$ cat src/hdl/ylss_pkg.sv
// ----------------------------------------------------------------------------
// ylss_pkg
// Shared types, constants and calendar helpers of the yearly lamp schedule
// switch.
// ----------------------------------------------------------------------------
package ylss_pkg;

  localparam logic CmdWrite = 1'b0;
  localparam logic CmdEval  = 1'b1;

  localparam logic [1:0] CfgEnable     = 2'd0;
  localparam logic [1:0] CfgStartMonth = 2'd1;
  localparam logic [1:0] CfgStartDay   = 2'd2;
  localparam logic [1:0] CfgTotalDays  = 2'd3;

  localparam int unsigned YearDays   = 366;
  localparam int unsigned HourMax    = 23;
  localparam int unsigned MinuteMax  = 59;
  localparam int unsigned MinPerHour = 60;

  typedef struct packed {
    logic [4:0] hour;
    logic [5:0] minute;
  } clock_t;

  // day number of the day before the first of the month, months 1..12
  function automatic logic [8:0] month_start(input logic [3:0] month);
    logic [8:0] res;
    unique case (month)
      4'd1:    res = 9'd0;
      4'd2:    res = 9'd31;
      4'd3:    res = 9'd60;
      4'd4:    res = 9'd91;
      4'd5:    res = 9'd121;
      4'd6:    res = 9'd152;
      4'd7:    res = 9'd182;
      4'd8:    res = 9'd213;
      4'd9:    res = 9'd244;
      4'd10:   res = 9'd274;
      4'd11:   res = 9'd305;
      4'd12:   res = 9'd335;
      default: res = 9'd0;
    endcase
    return res;
  endfunction

  // month length with a 29-day february, 0 for a bad month
  function automatic logic [4:0] month_len(input logic [3:0] month);
    logic [4:0] res;
    unique case (month)
      4'd2:                             res = 5'd29;
      4'd4, 4'd6, 4'd9, 4'd11:          res = 5'd30;
      4'd1, 4'd3, 4'd5, 4'd7, 4'd8,
      4'd10, 4'd12:                     res = 5'd31;
      default:                          res = 5'd0;
    endcase
    return res;
  endfunction

  function automatic logic [7:0] bcd_byte(input logic [7:0] b);
    return 8'(b[7:4]) * 8'd10 + 8'(b[3:0]);
  endfunction

endpackage

$ cat src/hdl/ylss_decide.sv
// ----------------------------------------------------------------------------
// ylss_decide
// Decodes the BCD on and off times of one table entry and decides the lamp
// state for the current time, with a window that may wrap past midnight.
// ----------------------------------------------------------------------------
module ylss_decide (
  input  logic [31:0]          entry_i,
  input  ylss_pkg::clock_t     now_i,
  output logic                 lamp_o
);

  logic [7:0]  on_h, on_m, off_h, off_m;
  logic [10:0] on_g, off_g, now_g;
  logic        bad_time;

  always_comb begin
    on_h  = ylss_pkg::bcd_byte(entry_i[31:24]);
    on_m  = ylss_pkg::bcd_byte(entry_i[23:16]);
    off_h = ylss_pkg::bcd_byte(entry_i[15:8]);
    off_m = ylss_pkg::bcd_byte(entry_i[7:0]);

    bad_time = (on_h > 8'(ylss_pkg::HourMax)) || (on_m > 8'(ylss_pkg::MinuteMax)) ||
               (off_h > 8'(ylss_pkg::HourMax)) || (off_m > 8'(ylss_pkg::MinuteMax));

    on_g  = 11'(on_h) * 11'(ylss_pkg::MinPerHour) + 11'(on_m);
    off_g = 11'(off_h) * 11'(ylss_pkg::MinPerHour) + 11'(off_m);
    now_g = 11'(now_i.hour) * 11'(ylss_pkg::MinPerHour) + 11'(now_i.minute);

    if (bad_time || on_g == off_g) begin
      lamp_o = 1'b1;
    end else if (on_g < off_g) begin
      lamp_o = (on_g <= now_g) && (now_g < off_g);
    end else begin
      lamp_o = !((off_g <= now_g) && (now_g < on_g));
    end
  end

endmodule

$ cat config.mk
export PLATFORM = sky130hd
export DESIGN_NAME = ylss_decide
export DESIGN_NICKNAME = d
export VERILOG_FILES = /design/src/hdl/ylss_pkg.sv /design/src/hdl/ylss_decide.sv
export SDC_FILE = /design/constraint.sdc
export NUM_CORES = 1
export LEC_CHECK = 0
export ABC_AREA = 1
export BUFFER_PORTS_ARGS = -buffer_cell sky130_fd_sc_hd__buf_2
export CORE_UTILIZATION = 36
export DETAILED_ROUTE_END_ITERATION = 8
export GPL_TIMING_DRIVEN = 0
export PLACE_DENSITY = 0.61
export SLEW_MARGIN = 10
export SYNTH_ARGS = -nofsm -noshare
export SYNTH_HDL_FRONTEND = slang
export SYNTH_SLANG_ARGS = --single-unit
$ cat constraint.sdc
create_clock -name vclk -period 10.5
set_clock_uncertainty 0.05 [all_clocks]
set_input_delay 1.05 -clock vclk [all_inputs]
set_output_delay 1.05 -clock vclk [all_outputs]
set_load 0.02 [all_outputs]
=== After elaboration in Yosys (flattened, before gate mapping) ===
Cells that the tools add are included.

* Flip-flop bits (word level): 0
* Input bits: 43
* Logic and storage cells: 33

* Magnitude comparators: 9
* Eq/ne operators: 1
* Reductions and logical operators: 7
* $add $sub $neg: 7
* $mul: 7
* Multiplexer cells: 2

{| class="wikitable"
|+ Operators by type and width
! operator !! count
|-
| 11-bit less-than comparator || 3
|-
| 8-bit by 4-bit adder with 8-bit output || 4
|-
| 4-bit by 3-bit multiplier with 7-bit output, second input constant || 4
|-
| 11-bit by 8-bit adder with 11-bit output || 2
|-
| 11-bit <= comparator || 2
|-
| 8-bit by 4-bit multiplier with 9-bit output, second input constant || 2
|-
| 8-bit by 5-bit > comparator with 1-bit output, second input constant || 2
|-
| 8-bit by 6-bit > comparator with 1-bit output, second input constant || 2
|-
| 11-bit by 6-bit adder with 11-bit output || 1
|-
| 11-bit == test || 1
|-
| 5-bit by 4-bit multiplier with 9-bit output, second input constant || 1
|-
| 1-bit logical OR || 4
|-
| 1-bit logical AND || 2
|-
| 1-bit two-way mux || 2
|-
| 1-bit zero test || 1
|}

=== Depth between registers and ports, before layout ===
Gate-level depths: netlist of run 1.

* Depth in word-level cells: 9
* Mapped depth: 37
* Mapped depth without buffers: 37

=== Worst setup path after synthesis of run 1 ===
OpenSTA, ideal clock, no wires.

* Kind: input-to-output
* Start point: input entry_i[28]
* End point: output lamp_o
* Data required time: 9.400 ns
* Arrival: 5.819 ns
* Buffers on the path: 0
* Setup slack: 3.581 ns
* Stages: 27
* Cells stage by stage: ha_1 ha_1 or2_2 nand2_1 fa_1 fa_1 inv_1 ha_1 a21o_1 a31oi_1 xor2_1 inv_1 ha_1 a21oi_1 nor2_2 nand2_1 inv_1 nand2_1 nand2_1 ha_1 a21oi_1 o21a_1 nand2_1 a31oi_1 nand2_1 nand2_1 nand4_1

* Word-level cells in the longest chain between the ends: 9
* Elaborated cells on any way between the ends: 18

{| class="wikitable"
|+ RTL lines
! item !! RTL line !! source
|-
| start, declared || ylss_decide.sv:7 || <nowiki>input logic [31:0] entry_i,</nowiki>
|-
| 4-bit by 3-bit multiplier with 7-bit output (*) || ylss_pkg.sv:61 || <nowiki>return 8'(b[7:4]) * 8'd10 + 8'(b[3:0]);</nowiki>
|-
| 8-bit by 4-bit adder with 8-bit output (*) || ylss_pkg.sv:61 ||
|-
| 8-bit by 4-bit multiplier with 9-bit output || ylss_decide.sv:25 || <nowiki>on_g = 11'(on_h) * 11'(ylss_pkg::MinPerHour) + 11'(on_m);</nowiki>
|-
| 11-bit by 8-bit adder with 11-bit output || ylss_decide.sv:25 ||
|-
| 11-bit less-than comparator || ylss_decide.sv:34 || <nowiki>lamp_o = !((off_g <= now_g) && (now_g < on_g));</nowiki>
|-
| 1-bit logical AND || ylss_decide.sv:34 ||
|-
| 1-bit zero test || ylss_decide.sv:34 ||
|-
| 1-bit two-way mux || ylss_decide.sv:31 || <nowiki>end else if (on_g < off_g) begin</nowiki>
|-
| 1-bit two-way mux (*) || ylss_decide.sv:29 || <nowiki>if (bad_time || on_g == off_g) begin</nowiki>
|-
| end, declared || ylss_decide.sv:9 || <nowiki>output logic lamp_o</nowiki>
|}

Every way passes the cells marked *; elsewhere a longest branch is shown, timed or not.

=== Worst setup path in the final report of run 1 ===
* Start point: input entry_i[14]
* End point: output lamp_o

* Word-level cells in the longest chain between the ends: 9
* Elaborated cells on any way between the ends: 17

{| class="wikitable"
|+ RTL lines
! item !! RTL line !! source
|-
| 4-bit by 3-bit multiplier with 7-bit output (*) || ylss_pkg.sv:61 ||
|-
| 8-bit by 4-bit adder with 8-bit output (*) || ylss_pkg.sv:61 ||
|-
| 8-bit by 4-bit multiplier with 9-bit output || ylss_decide.sv:26 || <nowiki>off_g = 11'(off_h) * 11'(ylss_pkg::MinPerHour) + 11'(off_m);</nowiki>
|-
| 11-bit by 8-bit adder with 11-bit output || ylss_decide.sv:26 ||
|-
| 11-bit <= comparator || ylss_decide.sv:34 ||
|-
| 1-bit logical AND || ylss_decide.sv:34 ||
|-
| 1-bit zero test || ylss_decide.sv:34 ||
|-
| 1-bit two-way mux || ylss_decide.sv:31 ||
|-
| 1-bit two-way mux (*) || ylss_decide.sv:29 ||
|}

Marks and branches as above.

==> impl_metrics.tcl, run 1 <==
set metrics [dict create \
    synth_top_area_cell "ha_1" \
    die_h_um 115.5 \
    critPathKind "in2out" \
    synthTopCellsByArea "ha_1 30%, fa_1 16%, inv_1 12%" \
    vias_per_cell 4.443 \
    worst_slack_ps 2857 \
    initial_utilization_pct 36.88 \
    synth.top_cell.area_share_pct 29.96 \
    seq_cells 0 \
    fp.dieW_um 115.5 \
    antenna_found_initial 0 \
    seqCellArea_um2 0 \
    fill_cells 1393 \
    layout_common_cells "148 x inv_1, 141 x nand2_1, 111 x ha_1" \
    setup_tns_ps 0 \
    relSlewSlack_pct 56.85 \
    core_area_mm2 0.01257 \
    rows 41 \
    area_delta_synth_final_pct 9.393 \
    ys_seq_area_share_pct 0 \
    slew_violations 0 \
    cts_resized 0 \
    cts-hold-fix-buffers 0 \
    synth_cell_types 33 \
    grt_overflow 0 \
    post-route-period-util_pct 72.79 \
    grt_pass1_wl_um 15450 \
    remaining_drc_errors 0 \
    num_antenna_cells 0 \
    layout_commonest_cell "inv_1" \
    dieArea_mm2 0.01333 \
    dp_hpwl_um 8200 \
    post_route_cells_drive_above_1_share_pct 10.86 \
    io_pins 44 \
    cap_viol_max_count 0 \
    crit_path_end_kind "primary output" \
    multiInputGateArea_mm2 0.004043 \
    netlist_instances 674 \
    port_buffers 44 \
    finalHoldViolCount 0 \
    place_congestion 0.7805 \
    nNetsFinal 912 \
    drt_iter0_drc 119 \
    wirelength_um 8796 \
    hold_path_class "in2out" \
    max_stage_delay_ps 550 \
    syn_area_per_cell_um2 6.878 \
    rsz0062_at_grt "false" \
    vias 3954 \
    grt_max_degree 7 \
    required_ps 9400 \
    grtUsageTotal_pct 13.90 \
    cp_common_cell "nand2_1" \
    n_clock_buffer 0 \
    fmax_mhz 130.8 \
    period_needed_ps 7643 \
    firstDrtPassIters 4 \
    setup_viol 0 \
    wire_per_inst_um 9.883 \
    syn_nets 866 \
    crit_path_start_kind "input port" \
    postRouteAntennaNets 0 \
    cp.arrival_ps 6540 \
    status "completed" \
    first_global_vias 3607 \
    max_slew.worst_pin.slew_ps 645.0 \
    crit_slowest_cell "fa_1" \
    yosysWarnings 0 \
    postCtsSetupBuffers 0 \
    place_ws_ps 2807 \
    syn_area_mm2 0.004636 \
    cp_max_fo 5 \
]
-- stage by stage --
stage / cells / instance area, um^2 / utilization, % / hold WS, ps
after CTS: 890 / 5071 / 40.35 / 2868
after detailed placement: 890 / 5071 / 40.35 / 2861
after floorplan: 674 / 4636 / - / 2586
after global placement: 890 / 5071 / 40.35 / 2867
final: 890 / 5071 / 40.35 / 2849
after global routing: 890 / 5071 / 40.35 / 2930
-- cell usage after synthesis (4+ instances only) --
cell,number
inv_1,148
nand2_1,141
ha_1,111
nand3_1,46
fa_1,38
a21oi_1,37
nor2_1,29
xor2_1,29
nand2_2,15
xnor2_1,12
nand4_1,11
inv_2,8
o21ai_0,8
a21o_1,5
or2_2,5
a31oi_1,4
o21bai_1,4
-- kinds of logic after synthesis --
| family | Yosys count | synth area share, % |
|---|---|---|
| AOI/OAI and AO/OA | 68 | 8.340 |
| and+or+nand+nor | 258 | 24.75 |
| buffers and inverters | 158 | 12.79 |
| adders and majority gates | 149 | 46.37 |
| xor gates and xnor gates | 41 | 7.746 |
-- layer usage --
layer / global-route usage [%] / vias to the layer above / wire [um]
li1: - / 2224 / -
met1: 21.05 / 1693 / 4902
met2: 23.43 / 37 / 3737
met3: 0.1569 / 0 / 156
met4: 0 / 0 / 0
met5: 0 / - / 0
-- final timing paths --
path              cells after the start   startpoint     end
setup / recovery                     32  entry_i[14]  lamp_o
hold / removal                        8     now_i[0]  lamp_o
-- final cells by class --
cell class / instances / share of cell area (%)
multi-input cells: 516 / 79.72
inverters: 158 / 11.70
repair buffers: 44 / 4.342
well taps: 172 / 4.244
-- critical path: cells and delay by family --
| family | cells | cell delay (ps) |
|---|---|---|
| simple gates | 16 | 1470 |
| buf+inv | 7 | 640 |
| fa+ha+maj | 7 | 2650 |
| xor+xnor | 2 | 710 |
Power of run 1 is left out: the tool's default activity adds up to more than one toggle a clock period on the data nets, which glitch-free logic cannot reach.
==> run 2, diff against run 1 <==
==> constraint.sdc (replaced) <==
create_clock -name vclk -period 7.6
set_clock_uncertainty 0.05 [all_clocks]
set_input_delay 0.76 -clock vclk [all_inputs]
set_output_delay 0.76 -clock vclk [all_outputs]
set_load 0.02 [all_outputs]
==> impl_metrics.tcl, run 2 (same netlist as run 1, synthesis figures left out) <==
set metrics [dict create \
    cts-hold-fix-buffers 0 \
    crit_path_start_kind "input port" \
    dieArea_mm2 0.01333 \
    initial_utilization_pct 36.88 \
    dp_hpwl_um 8200 \
    setup_tns_ps 0 \
    grtUsageTotal_pct 13.90 \
    vias_per_cell 4.445 \
    hold_path_class "in2out" \
    grt_overflow 0 \
    fp.dieW_um 115.5 \
    relSlewSlack_pct 69.00 \
    cp_common_cell "nand2_1" \
    antenna_found_initial 0 \
    cts_resized 0 \
    port_buffers 44 \
    finalHoldViolCount 0 \
    die_h_um 115.5 \
    period_needed_ps 6898 \
    critPathKind "in2out" \
    setup_viol 0 \
    n_clock_buffer 0 \
    crit_slowest_cell "fa_1" \
    remaining_drc_errors 0 \
    status "completed" \
    required_ps 6790 \
    core_area_mm2 0.01257 \
    slew_violations 0 \
    max_stage_delay_ps 520 \
    postCtsSetupBuffers 0 \
    seq_cells 0 \
    crit_path_end_kind "primary output" \
    cap_viol_max_count 0 \
    layout_commonest_cell "inv_1" \
    final_core_util_pct 40.41 \
    vias 3956 \
    first_global_vias 3607 \
    whs_path_depth 8 \
    num_antenna_cells 0 \
    grt_pass1_wl_um 15450 \
    postRouteAntennaNets 0 \
    grt_max_degree 7 \
    place_congestion 0.7805 \
    rsz0062_at_grt "false" \
    drt_iter0_drc 121 \
    layout_common_cells "148 x inv_1, 141 x nand2_1, 111 x ha_1" \
    cp_max_fo 4 \
    fmax_mhz 145.0 \
    cp.arrival_ps 6090 \
    rows 41 \
    wirelength_um 8792 \
    fin_hold_ws_ps 2269 \
    post_route_cells_drive_above_1_share_pct 11.00 \
    max_slew.worst_pin.slew_ps 461.7 \
    area_delta_synth_final_pct 9.555 \
    wire_per_inst_um 9.879 \
    post-route-period-util_pct 90.76 \
    seqCellArea_um2 0 \
    io_pins 44 \
    firstDrtPassIters 4 \
    nNetsFinal 912 \
]
[run 2: metrics by stage]
step / cell area (um^2) / setup slack (ps) / std cells
floorplan: 4636 / 1261 / 674
global placement: 5071 / 570.1 / 890
detailed placement: 5071 / 486.7 / 890
CTS: 5071 / 471.1 / 890
global route: 5079 / 183.5 / 890
finish: 5079 / 702.2 / 890
[run 2: cell type report]
cell class,instances,area (um^2)
Inverter,158,593.1
Tap cell,172,215.2
Multi-Input combinational cell,516,4050
Fill cell,1391,7490
Timing Repair Buffer,44,220.2
[run 2: path summary, 6_finish.rpt]
path / startpoint / end / slack [ps]
worst max-delay path: entry_i[13] / lamp_o / 700
worst min-delay path: now_i[0] / lamp_o / 2270
[run 2: layer usage]
layer	track usage (%)	vias up	part of all wire, %
met5	0	-	0
met1	21.05	1695	56
met4	0	0	0
met2	23.43	37	42
li1	-	2224	-
met3	0.1569	0	1.8
[run 2: worst max-delay path: cells and delay by family]
family / cells / cell delay, ps
and+or+nand+nor: 18 / 1820
adders and majority gates: 7 / 2640
buffers and inverters: 9 / 660
AOI/OAI and AO/OA: 1 / 190
Power of run 2 is left out for the same reason.
==> run 3, diff against run 2 <==
--- a/config.mk
+++ b/config.mk
@@ -7,10 +7,10 @@
 export LEC_CHECK = 0
 export ABC_AREA = 1
 export BUFFER_PORTS_ARGS = -buffer_cell sky130_fd_sc_hd__buf_2
-export CORE_UTILIZATION = 36
+export CORE_UTILIZATION = 40
 export DETAILED_ROUTE_END_ITERATION = 8
 export GPL_TIMING_DRIVEN = 0
-export PLACE_DENSITY = 0.61
+export PLACE_DENSITY = 0.66
 export SLEW_MARGIN = 10
 export SYNTH_ARGS = -nofsm -noshare
 export SYNTH_HDL_FRONTEND = slang
==> impl_metrics.tcl, run 3 (same netlist as run 1, synthesis figures left out) <==
set metrics [dict create \
    area_delta_synth_final_pct 8.691 \
    dieArea_mm2 0.01202 \
    cp_max_fo 4 \
    wirelength_um 9555 \
    vias 4150 \
    dp_cells 858 \
    rows 38 \
    remaining_drc_errors 0 \
    rsz0062_at_grt "false" \
    critPathBufInv 10 \
    port_buffers 44 \
    initial_utilization_pct 41.85 \
    die_h_um 109.7 \
    postRouteAntennaNets 0 \
    period_needed_ps 7063 \
    antenna_found_initial 0 \
    grtUsageTotal_pct 16.82 \
    final_design_area_no_fill_mm2 0.005039 \
    crit_path_start_kind "input port" \
    cp_top_family "adder cells" \
    setup_viol 0 \
    n_clock_buffer 0 \
    nNetsFinal 912 \
    cap_viol_max_count 0 \
    core_area_mm2 0.01108 \
    required_ps 6790 \
    critPathKind "in2out" \
    whs_path_depth 9 \
    cp_num_cells 36 \
    first_global_vias 4064 \
    dpl-instance-area_mm2 0.005031 \
    cp.arrival_ps 6250 \
    layout_commonest_cell "inv_1" \
    dp_hpwl_um 8934 \
    fin_hold_ws_ps 2291 \
    vias_per_cell 4.837 \
    layout_common_cells "148 x inv_1, 141 x nand2_1, 111 x ha_1" \
    place_congestion 0.8531 \
    final_cells 858 \
    slew_violations 0 \
    postCtsSetupBuffers 0 \
    status "completed" \
    cp_common_cell "nand2_1" \
    post-route-period-util_pct 92.94 \
    relSlewSlack_pct 68.07 \
    grt_overflow 0 \
    grt_max_degree 7 \
    post_route_cells_drive_above_1_share_pct 11.00 \
    fmax_mhz 141.6 \
    seq_cells 0 \
    grt_pass1_wl_um 16650 \
    seqCellArea_um2 0 \
    io_pins 44 \
    crit_slowest_cell "fa_1" \
    num_antenna_cells 0 \
    firstDrtPassIters 4 \
    crit_path_end_kind "primary output" \
    max_slew.worst_pin.slew_ps 475.6 \
    hold_path_class "in2out" \
    setup_tns_ps 0 \
    max_stage_delay_ps 540 \
    fp.dieW_um 109.7 \
    drt_iter0_drc 74 \
    wire_per_inst_um 11.14 \
    finalHoldViolCount 0 \
    cts-hold-fix-buffers 0 \
]
==> run 3: metal layers <==
| metal | vias up | routed length [um] | GRT usage, % |
|---|---|---|---|
| met5 | - | 0 | 0 |
| met4 | 0 | 39 | 0.9524 |
| met3 | 2 | 290 | 0.5928 |
| met2 | 46 | 4821 | 33.47 |
| met1 | 1885 | 4405 | 20.69 |
| li1 | 2217 | - | - |
==> run 3: path summary, 6_finish.rpt <==
| kind | start | to | slack [ps] |
|---|---|---|---|
| setup / recovery | entry_i[13] | lamp_o | 540 |
| hold / removal | entry_i[0] | lamp_o | 2290 |
==> run 3: area by class of cell <==
cell class,count,area [um^2]
fillers,1151,6040
inverters,158,593.1
multi-input cells,516,4050
well taps,140,175.2
repair buffers,44,220.2
==> run 3: metrics by stage <==
| stage | utilization [%] | setup WS, ps |
|---|---|---|
| global route | 45.48 | 128.8 |
| finish | 45.48 | 536.5 |
| floorplan | - | 1261 |
| CTS | 45.41 | 413.4 |
| detailed placement | 45.41 | 433.4 |
| global placement | 45.41 | 575.3 |
==> run 3: repair_timing <==
item	4_1_cts	5_1_grt
hold endpoints to repair	0	0
setup endpoints to repair	0	1
gates resized for setup	0	1
Power of run 3 is left out for the same reason.
